===== src/sv/gep_pkg.sv =====
`default_nettype none

package gep_pkg;

    localparam int MAX_BANDS   = 31;
    localparam int SAMPLE_BITS = 24;
    localparam int COEF_BITS   = 32;

    localparam int BAND_BITS  = SAMPLE_BITS + 8;
    localparam int COEF_FRAC  = COEF_BITS - 2;
    localparam int GAIN_FRAC  = COEF_BITS - 4;
    localparam int BAND_AW    = $clog2(MAX_BANDS);
    localparam int WORD_BITS  = 32;
    localparam int INDEX_BITS = 5;
    localparam int COUNT_BITS = 5;
    localparam int NUM_WORDS  = 4;

    localparam int HIST_W = 2 * SAMPLE_BITS + 2 * BAND_BITS;
    localparam int PROD_W = COEF_BITS + BAND_BITS;

    localparam int IN_FIELDS_W = 2 * SAMPLE_BITS + INDEX_BITS + WORD_BITS;
    localparam int IN_DATA_W   = ((IN_FIELDS_W + 7) / 8) * 8;
    localparam int OUT_DATA_W  = ((2 * SAMPLE_BITS + 7) / 8) * 8;
    localparam int IN_USER_W   = 4;

    localparam logic [63:0] GAIN_RESET_W =
        (64'd636 * (64'd1 << GAIN_FRAC) + 64'd500) / 64'd1000;
    localparam logic [COEF_BITS-1:0] GAIN_RESET = COEF_BITS'(GAIN_RESET_W);

    localparam logic [1:0] MODE_FRAME = 2'd0;
    localparam logic [1:0] MODE_LOAD  = 2'd1;
    localparam logic [1:0] MODE_CLEAR = 2'd2;

    localparam logic [1:0] WSEL_C1   = 2'd0;
    localparam logic [1:0] WSEL_C2   = 2'd1;
    localparam logic [1:0] WSEL_C3   = 2'd2;
    localparam logic [1:0] WSEL_GAIN = 2'd3;

    localparam int         REG_IDX_W      = 1;
    localparam int         REG_DATA_W     = COUNT_BITS;
    localparam logic [0:0] REG_ENABLE     = 1'b0;
    localparam logic [0:0] REG_BAND_COUNT = 1'b1;

    localparam logic [COUNT_BITS-1:0] BAND_COUNT_RESET = 5'd10;

    typedef struct packed {
        logic               rd_en;
        logic               first;
        logic               last;
        logic               clear;
        logic [BAND_AW-1:0] addr;
    } t_lane_ctl;

    typedef struct packed {
        logic [COEF_BITS-1:0] c1;
        logic [COEF_BITS-1:0] c2;
        logic [COEF_BITS-1:0] c3;
        logic [COEF_BITS-1:0] gain;
    } t_coef;

    typedef struct packed {
        logic                 we;
        logic [1:0]           sel;
        logic [BAND_AW-1:0]   addr;
        logic [COEF_BITS-1:0] data;
    } t_coef_wr;

endpackage

`default_nettype wire


===== src/sv/gep_ram.sv =====
`default_nettype none

module gep_ram #(
    parameter int WIDTH = 32,
    parameter int DEPTH = 32
) (
    input  wire                     i_clk,
    input  wire                     i_we,
    input  wire [$clog2(DEPTH)-1:0] i_waddr,
    input  wire [WIDTH-1:0]         i_wdata,
    input  wire                     i_re,
    input  wire [$clog2(DEPTH)-1:0] i_raddr,
    output logic [WIDTH-1:0]        o_rdata
);

    logic [WIDTH-1:0] r_mem [DEPTH];
    logic [WIDTH-1:0] r_rdata;

    always_ff @(posedge i_clk) begin
        if (i_we) begin
            r_mem[i_waddr] <= i_wdata;
        end
        if (i_re) begin
            r_rdata <= r_mem[i_raddr];
        end
    end

    assign o_rdata = r_rdata;

endmodule

`default_nettype wire


===== src/sv/gep_coef_bank.sv =====
`default_nettype none

module gep_coef_bank (
    input  wire                  i_clk,
    input  wire                  i_rst_n,
    input  wire gep_pkg::t_coef_wr  i_wr,
    input  wire gep_pkg::t_lane_ctl i_ctl,
    output gep_pkg::t_coef       o_coef
);

    logic [gep_pkg::COEF_BITS-1:0] w_rdata [gep_pkg::NUM_WORDS];
    logic                          w_vq    [gep_pkg::NUM_WORDS];

    for (genvar k = 0; k < gep_pkg::NUM_WORDS; k++) begin : g_word
        logic                          w_we;
        logic [gep_pkg::MAX_BANDS-1:0] r_cv;
        logic                          r_cvq;

        assign w_we = i_wr.we && (i_wr.sel == 2'(k));

        gep_ram #(
            .WIDTH (gep_pkg::COEF_BITS),
            .DEPTH (gep_pkg::MAX_BANDS)
        ) u_ram (
            .i_clk   (i_clk),
            .i_we    (w_we),
            .i_waddr (i_wr.addr),
            .i_wdata (i_wr.data),
            .i_re    (i_ctl.rd_en),
            .i_raddr (i_ctl.addr),
            .o_rdata (w_rdata[k])
        );

        // written entries only, unwritten ones read as reset value
        always_ff @(posedge i_clk) begin
            if (!i_rst_n) begin
                r_cv <= '0;
            end else if (w_we) begin
                r_cv[i_wr.addr] <= 1'b1;
            end
        end

        always_ff @(posedge i_clk) begin
            if (i_ctl.rd_en) begin
                r_cvq <= r_cv[i_ctl.addr];
            end
        end

        assign w_vq[k] = r_cvq;
    end

    always_comb begin
        o_coef.c1   = w_vq[gep_pkg::WSEL_C1]   ? w_rdata[gep_pkg::WSEL_C1]   : '0;
        o_coef.c2   = w_vq[gep_pkg::WSEL_C2]   ? w_rdata[gep_pkg::WSEL_C2]   : '0;
        o_coef.c3   = w_vq[gep_pkg::WSEL_C3]   ? w_rdata[gep_pkg::WSEL_C3]   : '0;
        o_coef.gain = w_vq[gep_pkg::WSEL_GAIN] ? w_rdata[gep_pkg::WSEL_GAIN]
                                               : gep_pkg::GAIN_RESET;
    end

endmodule

`default_nettype wire


===== config.mk =====
export PLATFORM = sky130hd
export DESIGN_NAME = gep_coef_bank
export DESIGN_NICKNAME = d
export VERILOG_FILES = /design/src/sv/gep_pkg.sv /design/src/sv/gep_ram.sv /design/src/sv/gep_coef_bank.sv
export SDC_FILE = /design/constraint.sdc
export NUM_CORES = 2
export LEC_CHECK = 0
export ABC_AREA = 1
export BUFFER_PORTS_ARGS = -buffer_cell sky130_fd_sc_hd__buf_2
export CORE_ASPECT_RATIO = 1.4
export CORE_UTILIZATION = 25
export CTS_CLUSTER_SIZE = 24
export DETAILED_ROUTE_END_ITERATION = 12
export PLACE_DENSITY = 0.47
export SYNTH_ARGS = -nofsm -noshare
export SYNTH_HDL_FRONTEND = slang
export SYNTH_HIERARCHICAL = 1
export SYNTH_SLANG_ARGS = --single-unit

===== constraint.sdc =====
create_clock -name i_clk -period 6.9 [get_ports i_clk]
set_input_delay 0.345 -clock i_clk [delete_from_list [all_inputs] [get_ports i_clk]]
set_output_delay 0.345 -clock i_clk [all_outputs]
set_load 0.02 [all_outputs]

==> results.cfg <==
[status]
status = complete, no violations

[synth]
synth_top_area_cell = edfxtp_1
netlist_area_um2 = 170000
synth_warnings = 6
syn_nets = 14800
synth-seq-cells = 4224
synth.avg_cell_area_um2 = 11.6
ys_seq_area_frac = 0.737
synthTopCellsByArea = edfxtp_1, nand2_1, nand3_1
synthCells = 14700
synth.distinct_cells = 17
yosysTopAreaCellShare = 0.722

[route]
postRouteAntennaNets = 0
drt-vias-per-instance = 4.51
drtIter0Drc = 9186
drt-wirelength-per-cell_um = 21.2
wl_um = 511000
num_vias = 109000
drc = 0
dr.pass1.iters = 6

[critical_path]
critPathCaptureType = flop
worstPathArrival_ps = 4380
ff2ff_path_depth = 8
critPathLaunchType = input port
critPathMaxFanout = 19
crit_chain = dlygate4sd3_1 -> buf_2 -> inv_2 -> nor3_4 -> nand3_1 -> nor2_4 -> buf_4
critical_path_class = input port to flop
cp.required_ps = 7540
cp_slowest_cell = nand3_1
cpPeakStageDelay_ps = 940

[clocking]
h-tree-depth = 5
cts_tree = done
path_clk_slew_ps = 60
clockRootBuffer = clkbuf_16
clk_latency_ps = 1030
cts_resized = 0
cts_buffers = 443
clk_path_buf_depth = 4
cts_sinks = 4224

[place]
place_ws_ps = 2730
routabilityCongestion = 0.737
port_buffers = 175
dp_hpwl_um = 265000

[pwr]
p_leak_nw = 69.5
peakVddDrop_mv = 0.216
power.density_nw_per_um2 = 282

[sta]
skew_ps = 43.8
worst-slew-pin-transition_ps = 1360
slew_headroom = 0.0929
timing.final.crit_share = 0.542
setup_slack_ps = 3160
hold_violations = 0
finalSetupViolCount = 0
rsz0062_at_grt = false
slew_viol_final = 0
final.min_clock_period_ps = 3740
fin_setup_tns_ps = 0
clock.fmax_mhz = 267

[global_routing]
antenna_found_initial = 52
overflow = 0
track_usage = 0.143
grt_start_max_net_pins = 199
grt_pass1_vias = 104000
grt_pass1_wl_um = 737000

[floorplanning]
die_y_um = 979
io_pins = 179
chipWidth_um = 700
num_rows = 358
dieArea_um2 = 685000
core-area_um2 = 679000
start_util = 0.251

[flow_run]
drv_cap = 0

[layout]
drive_gt1_frac = 0.0797
area_growth_pct = 15.0
fin_nets = 14800

[worst_hold_path]
hold_class = input port to flop
holdPathStages = 5
placed cells by master (no fill, tap or decap), types with 6 or more instances in the layout:
master,netlist,routed
inv_8,0,9
nor2_4,0,124
clkinv_2,0,77
a21oi_1,124,124
clkbuf_1,202,102
buf_4,96,275
buf_12,0,28
nor2_1,446,322
inv_16,0,7
buf_2,399,137
nand4_1,12,12
inv_2,12,8
inv_6,0,14
clkbuf_8,0,6
dlygate4sd3_1,0,35
bufinv_16,0,36
nand2_1,5562,5562
edfxtp_1,4100,4100
inv_1,264,255
dfxtp_1,124,124
nand3_1,3180,3180
clkinv_1,0,105
clkinvlp_4,0,12
clkbuf_16,0,448
diode_2,0,13
clkinv_8,0,8
flip-flops by register name (all words and copies together), names as in the netlist:
signal                count
g_word.u_ram/o_rdata    128
g_word.r_cv             124
g_word.r_cvq              4
g_word.u_ram/r_mem     3968
metrics by stage:
stage	hold slack, ps	cells	instance area (um2)	total power [mW]	util
5_1_grt	79.7	24100	196000	57.2	0.289
3_3_place_gp	438	23300	182000	32.4	0.267
4_1_cts	7.22	24100	196000	56.0	0.289
2_1_floorplan	430	14700	170000	30.8	-
3_5_place_dp	446	23300	182000	32.4	0.267
6_report	74.9	24100	196000	55.3	0.289
kinds of logic after synthesis:
group,count (synthesis),share of synthesized area
buffers and inverters,1180,0.0329
AOI/OAI and AO/OA,124,0.00364
DFF,4224,0.737
and+or+nand+nor,9204,0.226
cell usage after synthesis, drive strengths merged:
| cell | n |
|---|---|
| nand4 | 12 |
| edfxtp | 4100 |
| nand2 | 5562 |
| nand3 | 3180 |
| a21oi | 124 |
| dfxtp | 124 |
| buf | 702 |
| nor2 | 446 |
| inv | 276 |
| nor3 | 4 |
| clkbuf | 202 |
layout make-up:
class | count | area [um2]
antenna | 13 | 32.5
clock buffer | 557 | 11700
clock inverter | 262 | 2390
fill | 69600 | 483000
inverter | 276 | 1120
multi-input combinational | 9328 | 40200
sequential | 4224 | 126000
tap | 9000 | 11300
timing repair buffer | 480 | 3730
critical path, delay by kind of cell:
kind,cells,cell delay [ps]
buf+inv,4,1260
simple gates,3,2680
power breakdown:
part / switching, mW / internal (mW)
combinational: 2.65 / 0.765
clock: 10.2 / 13.3
sequential: 0.0778 / 28.3
total: 12.9 / 42.4
metal layers:
layer,track usage,share of wire,up-vias
li1,-,-,51200
met1,0.194,0.44,54300
met2,0.241,0.48,2735
met3,0.0197,0.053,657
met4,0.0389,0.028,20
met5,0,0.00023,-
worst paths after layout:
kind	slack (ps)	start	to
worst max-delay path	3160	i_wr[38]	g_word[3].u_ram/r_mem[24][13]
worst max register to register	5190	g_word[2].r_cv[24]	g_word[2].r_cvq
worst min register to register	450	g_word[3].r_cv[7]	g_word[3].r_cv[7]
worst min-delay path	70	i_wr[37]	g_word[0].r_cv[26]
timing repair:
item / CTS / global route
hold buffers: 35 / 0
endpoints found under the hold margin: 1561 / 0
setup buffers: 0 / 0
Power figures use the tool's default switching activity.
